==> src/hw/rtl/nnd_pkg.sv <==
package nnd_pkg;

  // Register indexes on the configuration port.
  typedef enum logic [1:0] {
    REG_SRC_WIDTH  = 2'd0,
    REG_SRC_HEIGHT = 2'd1,
    REG_MAX_DIM    = 2'd2
  } reg_idx_t;

  // Widths fixed by the field definitions.
  localparam int CFG_W   = 13;
  localparam int IDX_W   = 2;
  localparam int COLOR_W = 8;
  localparam int POS_W   = 12;
  localparam int IN_W    = 3 * COLOR_W;
  localparam int OUT_W   = 3 * COLOR_W + 2 * POS_W;

  // Reset values of the configuration registers.
  localparam logic [CFG_W-1:0] RST_SRC_WIDTH  = 13'd640;
  localparam logic [CFG_W-1:0] RST_SRC_HEIGHT = 13'd480;
  localparam logic [CFG_W-1:0] RST_MAX_DIM    = 13'd320;

  // Default upper bound on any image side.
  localparam int DEFAULT_MAX_SIDE = 4096;

endpackage

==> src/hw/rtl/nearest_neighbor_downscaler.sv <==
// Nearest-neighbour downscaler for RGB pixels in raster order.
// A kept pixel is registered and appears on the output in the cycle after it is accepted.
// Throughput: one source pixel per cycle while the output is not stalled; the keep test is a few adds and compares.
// Reset (rst_n, synchronous, active low) loads 640 x 480 with a 320 limit and
// clears all frame counters; the input is held off after reset and after each
// configuration write while the scale products settle.
module nearest_neighbor_downscaler #(
  parameter int MaxSide = nnd_pkg::DEFAULT_MAX_SIDE
) (
  input  logic                        clk,
  input  logic                        rst_n,
  input  logic                        cfg_we,
  input  logic [nnd_pkg::IDX_W-1:0]   cfg_addr,
  input  logic [nnd_pkg::CFG_W-1:0]   cfg_wdata,
  input  logic                        in_tvalid,
  output logic                        in_tready,
  // red_in [7:0], green_in [15:8], blue_in [23:16]
  input  logic [nnd_pkg::IN_W-1:0]    in_tdata,
  output logic                        out_tvalid,
  input  logic                        out_tready,
  // red_out [7:0], green_out [15:8], blue_out [23:16], out_col [35:24], out_row [47:36]
  output logic [nnd_pkg::OUT_W-1:0]   out_tdata,
  // frame_end
  output logic                        out_tlast
);
  import nnd_pkg::*;

  localparam int DW = $clog2(MaxSide + 1);
  localparam int SW = 2 * DW + 1;

  logic          settle_r;
  logic [DW-1:0] w_last;
  logic [DW-1:0] h_last;
  logic [DW-1:0] m;
  logic [DW-1:0] l;
  logic [SW-1:0] l2;
  logic [SW-1:0] wm;
  logic [SW-1:0] hm;

  // Configuration registers and derived scale values.
  nnd_geom #(
    .MaxSide (MaxSide),
    .DW      (DW),
    .SW      (SW)
  ) u_geom (
    .clk       (clk),
    .rst_n     (rst_n),
    .cfg_we    (cfg_we),
    .cfg_addr  (cfg_addr),
    .cfg_wdata (cfg_wdata),
    .settle_r  (settle_r),
    .w_last_r  (w_last),
    .h_last_r  (h_last),
    .m_r       (m),
    .l_r       (l),
    .l2_r      (l2),
    .wm_r      (wm),
    .hm_r      (hm)
  );

  // Pixel selection and result register; any write restarts the frame.
  nnd_sampler #(
    .MaxSide (MaxSide),
    .DW      (DW),
    .SW      (SW)
  ) u_sampler (
    .clk        (clk),
    .rst_n      (rst_n),
    .restart    (cfg_we),
    .settle     (settle_r),
    .w_last     (w_last),
    .h_last     (h_last),
    .m          (m),
    .l          (l),
    .l2         (l2),
    .wm         (wm),
    .hm         (hm),
    .in_tvalid  (in_tvalid),
    .in_tready  (in_tready),
    .in_tdata   (in_tdata),
    .out_tvalid (out_tvalid),
    .out_tready (out_tready),
    .out_tdata  (out_tdata),
    .out_tlast  (out_tlast)
  );

endmodule

==> src/hw/rtl/nnd_geom.sv <==
module nnd_geom #(
  parameter int MaxSide = nnd_pkg::DEFAULT_MAX_SIDE,
  parameter int DW      = $clog2(MaxSide + 1),
  parameter int SW      = 2 * DW + 1
) (
  input  logic                       clk,
  input  logic                       rst_n,
  input  logic                       cfg_we,
  input  logic [nnd_pkg::IDX_W-1:0]  cfg_addr,
  input  logic [nnd_pkg::CFG_W-1:0]  cfg_wdata,
  output logic                       settle_r,
  output logic [DW-1:0]              w_last_r,
  output logic [DW-1:0]              h_last_r,
  output logic [DW-1:0]              m_r,
  output logic [DW-1:0]              l_r,
  output logic [SW-1:0]              l2_r,
  output logic [SW-1:0]              wm_r,
  output logic [SW-1:0]              hm_r
);
  import nnd_pkg::*;

  localparam int CW = (DW > CFG_W) ? DW : CFG_W;

  logic [CFG_W-1:0] src_width_r;
  logic [CFG_W-1:0] src_height_r;
  logic [CFG_W-1:0] max_dim_r;
  logic [DW-1:0]    w_c;
  logic [DW-1:0]    h_c;
  logic [DW-1:0]    m_c;
  logic [DW-1:0]    l_wh;
  logic [DW-1:0]    l_c;

  // Out-of-range sides: zero is taken as one, anything above the bound as the bound.
  function automatic logic [DW-1:0] clamp_side(input logic [CFG_W-1:0] raw);
    logic [DW-1:0] res;
    if (raw == '0) begin
      res = DW'(1);
    end else if (CW'(raw) > CW'(MaxSide)) begin
      res = DW'(MaxSide);
    end else begin
      res = DW'(raw);
    end
    return res;
  endfunction

  // Configuration registers; an index beyond the list changes nothing.
  always_ff @(posedge clk) begin
    if (!rst_n) begin
      src_width_r  <= RST_SRC_WIDTH;
      src_height_r <= RST_SRC_HEIGHT;
      max_dim_r    <= RST_MAX_DIM;
    end else if (cfg_we) begin
      case (reg_idx_t'(cfg_addr))
        REG_SRC_WIDTH:  src_width_r  <= cfg_wdata;
        REG_SRC_HEIGHT: src_height_r <= cfg_wdata;
        REG_MAX_DIM:    max_dim_r    <= cfg_wdata;
        default: ;
      endcase
    end
  end

  // Clamped sides and the scale reference, the largest of the three.
  always_comb begin
    w_c  = clamp_side(src_width_r);
    h_c  = clamp_side(src_height_r);
    m_c  = clamp_side(max_dim_r);
    l_wh = (w_c > h_c) ? w_c : h_c;
    l_c  = (m_c > l_wh) ? m_c : l_wh;
  end

  // Derived geometry, registered behind the configuration registers.
  always_ff @(posedge clk) begin
    w_last_r <= w_c - DW'(1);
    h_last_r <= h_c - DW'(1);
    m_r      <= m_c;
    l_r      <= l_c;
    l2_r     <= SW'(l_c) << 1;
    wm_r     <= SW'(w_c) * SW'(m_c);
    hm_r     <= SW'(h_c) * SW'(m_c);
  end

  // Inputs are held off for the cycle in which the geometry settles.
  always_ff @(posedge clk) begin
    if (!rst_n) begin
      settle_r <= 1'b1;
    end else begin
      settle_r <= cfg_we;
    end
  end

endmodule

==> src/hw/rtl/nnd_sampler.sv <==
module nnd_sampler #(
  parameter int MaxSide = nnd_pkg::DEFAULT_MAX_SIDE,
  parameter int DW      = $clog2(MaxSide + 1),
  parameter int SW      = 2 * DW + 1
) (
  input  logic                        clk,
  input  logic                        rst_n,
  input  logic                        restart,
  input  logic                        settle,
  input  logic [DW-1:0]               w_last,
  input  logic [DW-1:0]               h_last,
  input  logic [DW-1:0]               m,
  input  logic [DW-1:0]               l,
  input  logic [SW-1:0]               l2,
  input  logic [SW-1:0]               wm,
  input  logic [SW-1:0]               hm,
  input  logic                        in_tvalid,
  output logic                        in_tready,
  input  logic [nnd_pkg::IN_W-1:0]    in_tdata,
  output logic                        out_tvalid,
  input  logic                        out_tready,
  output logic [nnd_pkg::OUT_W-1:0]   out_tdata,
  output logic                        out_tlast
);
  import nnd_pkg::*;

  localparam int PW = (DW > POS_W) ? DW : POS_W;

  logic [DW-1:0]      source_col_r;
  logic [DW-1:0]      source_row_r;
  logic [DW-1:0]      kept_col_r;
  logic [DW-1:0]      kept_row_r;
  logic [SW-1:0]      col_target_sum_r;
  logic [SW-1:0]      col_source_sum_r;
  logic [SW-1:0]      row_target_sum_r;
  logic [SW-1:0]      row_source_sum_r;
  logic               row_kept_flag_r;
  logic               out_valid_r;
  logic [IN_W-1:0]    pix_r;
  logic [POS_W-1:0]   col_r;
  logic [POS_W-1:0]   row_r;
  logic               last_r;

  logic               accept;
  logic               row_in_range;
  logic               row_keep;
  logic               col_in_range;
  logic               keep;
  logic               last_col;
  logic               last_row;
  logic               row_end;
  logic               frame_done;
  logic [PW-1:0]      col_wide;
  logic [PW-1:0]      row_wide;

  // A new word is taken whenever the geometry is not settling and the result register is free or being emptied.
  assign in_tready = !settle && (!out_valid_r || out_tready);
  assign accept    = in_tvalid && in_tready;

  // Keep decision. Index k is below the output size n = floor(S*m/l), at least 1,
  // exactly when k is zero or (k+1)*l <= S*m; the last index fails that for k+1.
  always_comb begin
    row_in_range = (kept_row_r == '0) || (row_target_sum_r + SW'(l) <= hm);
    row_keep     = (source_col_r == '0)
                   ? (row_in_range && (row_target_sum_r < row_source_sum_r + SW'(m)))
                   : row_kept_flag_r;
    col_in_range = (kept_col_r == '0) || (col_target_sum_r + SW'(l) <= wm);
    keep         = row_keep && col_in_range
                   && (col_target_sum_r < col_source_sum_r + SW'(m));
    last_col     = (col_target_sum_r + l2) > wm;
    last_row     = (row_target_sum_r + l2) > hm;
    row_end      = (source_col_r == w_last);
    frame_done   = row_end && (source_row_r == h_last);
    col_wide     = PW'(kept_col_r);
    row_wide     = PW'(kept_row_r);
  end

  // Frame position counters and running sums.
  always_ff @(posedge clk) begin
    if (!rst_n || restart) begin
      source_col_r     <= '0;
      source_row_r     <= '0;
      kept_col_r       <= '0;
      kept_row_r       <= '0;
      col_target_sum_r <= '0;
      col_source_sum_r <= '0;
      row_target_sum_r <= '0;
      row_source_sum_r <= '0;
      row_kept_flag_r  <= 1'b0;
    end else if (accept) begin
      if (frame_done) begin
        source_col_r     <= '0;
        source_row_r     <= '0;
        kept_col_r       <= '0;
        kept_row_r       <= '0;
        col_target_sum_r <= '0;
        col_source_sum_r <= '0;
        row_target_sum_r <= '0;
        row_source_sum_r <= '0;
        row_kept_flag_r  <= 1'b0;
      end else if (row_end) begin
        source_col_r     <= '0;
        source_row_r     <= source_row_r + DW'(1);
        kept_col_r       <= '0;
        col_target_sum_r <= '0;
        col_source_sum_r <= '0;
        row_source_sum_r <= row_source_sum_r + SW'(m);
        row_kept_flag_r  <= row_keep;
        if (row_keep) begin
          kept_row_r       <= kept_row_r + DW'(1);
          row_target_sum_r <= row_target_sum_r + SW'(l);
        end
      end else begin
        source_col_r     <= source_col_r + DW'(1);
        col_source_sum_r <= col_source_sum_r + SW'(m);
        row_kept_flag_r  <= row_keep;
        if (keep) begin
          kept_col_r       <= kept_col_r + DW'(1);
          col_target_sum_r <= col_target_sum_r + SW'(l);
        end
      end
    end
  end

  // Result register valid flag.
  always_ff @(posedge clk) begin
    if (!rst_n) begin
      out_valid_r <= 1'b0;
    end else if (accept) begin
      out_valid_r <= keep;
    end else if (out_tready) begin
      out_valid_r <= 1'b0;
    end
  end

  // Result register payload.
  always_ff @(posedge clk) begin
    if (accept && keep) begin
      pix_r  <= in_tdata;
      col_r  <= col_wide[POS_W-1:0];
      row_r  <= row_wide[POS_W-1:0];
      last_r <= last_col && last_row;
    end
  end

  assign out_tvalid = out_valid_r;
  assign out_tdata  = {row_r, col_r, pix_r};
  assign out_tlast  = last_r;

endmodule

==> config.mk <==
export PLATFORM = sky130hd
export DESIGN_NAME = nearest_neighbor_downscaler
export DESIGN_NICKNAME = d
export VERILOG_FILES = /design/src/hw/rtl/nnd_pkg.sv /design/src/hw/rtl/nearest_neighbor_downscaler.sv /design/src/hw/rtl/nnd_geom.sv /design/src/hw/rtl/nnd_sampler.sv
export SDC_FILE = /design/constraint.sdc
export NUM_CORES = 2
export LEC_CHECK = 0
export BUFFER_PORTS_ARGS = -buffer_cell sky130_fd_sc_hd__buf_2
export CAP_MARGIN = 20
export CORE_ASPECT_RATIO = 1.1
export CORE_UTILIZATION = 55
export CTS_BUF_LIST = sky130_fd_sc_hd__clkbuf_8 sky130_fd_sc_hd__clkbuf_16
export DETAILED_ROUTE_END_ITERATION = 10
export GPL_TIMING_DRIVEN = 1
export PLACE_DENSITY = 0.72
export SLEW_MARGIN = 5
export SYNTH_ARGS = -nofsm -noshare
export SYNTH_HDL_FRONTEND = slang
export SYNTH_SLANG_ARGS = --single-unit
export TNS_END_PERCENT = 5
==> constraint.sdc <==
create_clock -name clk -period 10.52 [get_ports clk]
set_clock_uncertainty 0.15 [all_clocks]
set_input_delay 1.052 -clock clk [delete_from_list [all_inputs] [get_ports clk]]
set_output_delay 1.052 -clock clk [all_outputs]
set_load 0.1 [all_outputs]
==> reports/qor.txt <==
R2R depth: 22
Sink Count: 355
Routability cong.: 0.9600
Root buffer cell: clkbuf_16
Starting Density: 55.74%
Sw Pwr: 1.314 mW
Synth Flop Type: dfxtp_1
Cell count after placement: 4576
Fin cells: 4655
FILL cells: 5198
Final hold violations: 0
CTS tree: yes
Critical path data required time: 10820 ps
Maxcap violations: 0
Startpoint types: flip-flop
GRT overflow: 0
PwrDens: 114.3 nW/um2
Fin worst setup slack: 2499 ps
Net Sw Frac: 32.71%
Drt drc: 17
GRT Resource Usage Total: 28.34%
N_diodes: 0
Largest net degree at the start of global routing: 50
Dpl ws: 2686 ps
Async SR Flop Fraction: 0%
Synthesized cell area: 32620 um2
Top cells by count, synth: 482 x inv_1, 411 x ha_1, 407 x nand2_1
Syn_area_per_cell: 8.513 um2
Clk pin slew, worst setup/hold paths: 60 ps
Number of synthesized flops with an enable pin: 49
FF-to-FF End: u_geom.hm_r[22]
Reg2reg start: u_geom.max_dim_r[12]
Cells after Synth: 3832
Deepest clock path buffer count: 3
Critical Path Fanout Max: 24
WL met3: 6.114 mm
Min cycle time layout: 8021 ps
Yosys warns: 0
Row count: 93
Flop pwr share: 37.3%
Critical Path AT: 8320 ps
First-pass GRT wire length: 135.4 mm
# Post-CTS Setup Buffers: 0
CP Capture Point: u_geom.hm_r[22]
Max H-tree Level: 2
HPWL Detailed: 65.80 mm
Hold/Removal Path Class: reg2reg
Final ANT Viol Nets: 0
TritonCTS Buffers: 42
Drt pass-1 iters: 9
Reg2Reg Setup Slack: 2500 ps
Max Slew Vio Count: 0
Clock network power share: 37.4%
Die Span X: 234.2 um
Layout cell share with drive strength beyond 1: 6.136%
Failing checks: DRC
Netlist cell types: 81
Cts hold-fix bufs: 0
Lkg Pwr: 16.21 nW
Uppermost layer routed: met5
Initial DRC Count: 2035
Run status: complete, but fails checks
Die area: 60290 um2
Metal-1 WL: 35.81 mm
Hold-critical path depth: 2
NumNets Final: 4565
Crit Path Category: reg2reg
Vias per inst: 5.764
Final wirelength: 84.22 mm
Syn_nets: 4535
CP endpoint kind: flip-flop
Area grow syn2layout: 7.725%
Post-CTS resize count: 0
Clk_lat worst skew: 580 ps
Maximum clock frequency: 0.1247 GHz
FF+latch count, synth: 355
Post-synth top area cell: dfxtp_1
VDD IR max: 0.0001227 V
Actual slew at the worst max-slew pin: 970.8 ps
Core area: 58530 um2
Gate power share: 25.2%
DR WL/cell: 18.09 um
Met2 WL: 38.13 mm
Share of Yosys cell area claimed by the top area cell type: 18.78%
Vias in the first global route: 26020
Die height: 257.4 um
Initial antenna violation count: 1
Endpoints failing setup: 0
Sequential area share after synthesis: 23.29%
I/O pin count: 95
Relative slew slack: 35.04%
Cell with the most instances after synthesis: inv_1
Ranking of synthesized cells by area: dfxtp_1 19%, ha_1 16%, fa_1 15%
Final period util: 76.25%
Input/output buffers: 94
Total negative setup slack: 0 ps
RSZ-0062 raised after global routing: no
Worst Setup SP: u_geom.max_dim_r[12]
Vias: 26830
Internal power: 2.702 mW
[placed cells by master (no fill, tap or decap), drive strengths merged, types with 33 or more instances in the layout]
cell type,netlist,final
dfxtp,306,306
clkbuf,112,43
inv,489,500
a21o,53,53
a21oi,168,168
o21ai,133,133
xnor2,161,161
nor2,376,376
xor2,85,85
nand2,407,407
nand3,118,118
fa,248,248
buf,27,125
nor2b,39,39
nand4,62,62
ha,411,411
nor3,71,71
a21boi,33,33
edfxtp,49,49
[critical path: stages (launching register included)]
cell and delay (ps):
dfxtp_1 820, inv_1 560, nand2_1 870, nor2_1 150
fa_1 560, inv_1 50, fa_1 470, inv_1 50
fa_1 490, fa_1 540, inv_1 50, fa_1 470
inv_1 40, ha_1 220, nor3_1 260, a21boi_0 340
o21ai_0 210, o41ai_1 580, o21ai_0 250, o21a_1 230
o21ai_0 200, a21boi_0 140, xor2_1 160
[cell type report]
class / count / area (um2) / share of cell area, %
clock buffers: 43 / 1076 / 3.062
clock inverters: 34 / 327.8 / 0.9328
inverters: 502 / 1884 / 5.362
multi-input cells: 2836 / 22580 / 64.26
flip-flops and latches: 355 / 7597 / 21.62
well taps: 760 / 950.9 / 2.706
repair buffers: 125 / 723.2 / 2.058
[stage by stage]
step | power (mW) | hold slack (ps) | area (um2) | util [%]
6_report | 4.015 | 308.5 | 35140 | 60.04
3_3_place_gp | 2.509 | 289.0 | 33700 | 57.58
3_5_place_dp | 2.525 | 298.2 | 33700 | 57.58
5_1_grt | 4.222 | 334.8 | 35140 | 60.04
2_1_floorplan | 2.264 | 277.3 | 32620 | -
4_1_cts | 4.038 | 307.7 | 35110 | 59.98
[kinds of logic (layout without fill, tap and decap cells)]
group,Yosys count,after routing,synth area share (%)
xor+xnor,246,246,6.605
mux,34,34,1.062
flops,355,355,23.29
fa+ha+maj,659,659,30.98
compound gates,638,638,12.85
simple gates,1259,1259,17.71
buf+inv,641,704,7.498
[state kept, by name, indices dropped and copies added, names as in the netlist, 12 cells and up]
name / flops
u_sampler.row_target_sum_r: 27
u_geom.src_width_r: 13
u_geom.m_r: 13
u_geom.max_dim_r: 13
u_sampler.col_target_sum_r: 27
u_geom.hm_r: 26
u_sampler.source_col_r: 13
u_geom.l_r: 13
u_sampler.source_row_r: 13
u_sampler.kept_row_r: 13
u_sampler.pix_r: 24
u_sampler.col_r: 12
u_sampler.col_source_sum_r: 27
u_geom.src_height_r: 13
u_sampler.col_wide: 13
u_sampler.row_source_sum_r: 27
u_sampler.row_r: 12
u_geom.wm_r: 26
u_geom.w_last_r: 13
u_geom.h_last_r: 13
[power groups by stage]
stage | logic [mW] | registers, mW | clock network [mW]
finish | 1.01 | 1.50 | 1.50
global route | 1.14 | 1.50 | 1.58
CTS | 1.01 | 1.50 | 1.53
global placement | 0.983 | 1.53 | 0
floorplan | 0.713 | 1.55 | 0
detailed placement | 0.997 | 1.53 | 0
[per-layer routing]
layer,global-route usage [%],vias to the layer above
met1,36.99,12740
met4,12.91,2
met2,45.32,907
li1,-,12950
met3,5.109,236
met5,0,-
[how the worst min path moves through the flow]
stage	start	end	slack, ps
finish	u_sampler.row_kept_flag_r	u_sampler.row_kept_flag_r	310
global route	u_sampler.row_source_sum_r[9]	u_sampler.row_source_sum_r[9]	330
CTS	u_sampler.row_kept_flag_r	u_sampler.row_kept_flag_r	310
detailed placement	u_sampler.row_kept_flag_r	u_sampler.row_kept_flag_r	300
global placement	u_sampler.row_source_sum_r[12]	u_sampler.row_source_sum_r[12]	290
floorplan	u_sampler.row_kept_flag_r	u_sampler.row_kept_flag_r	280
(Power assumes the default switching activity.)
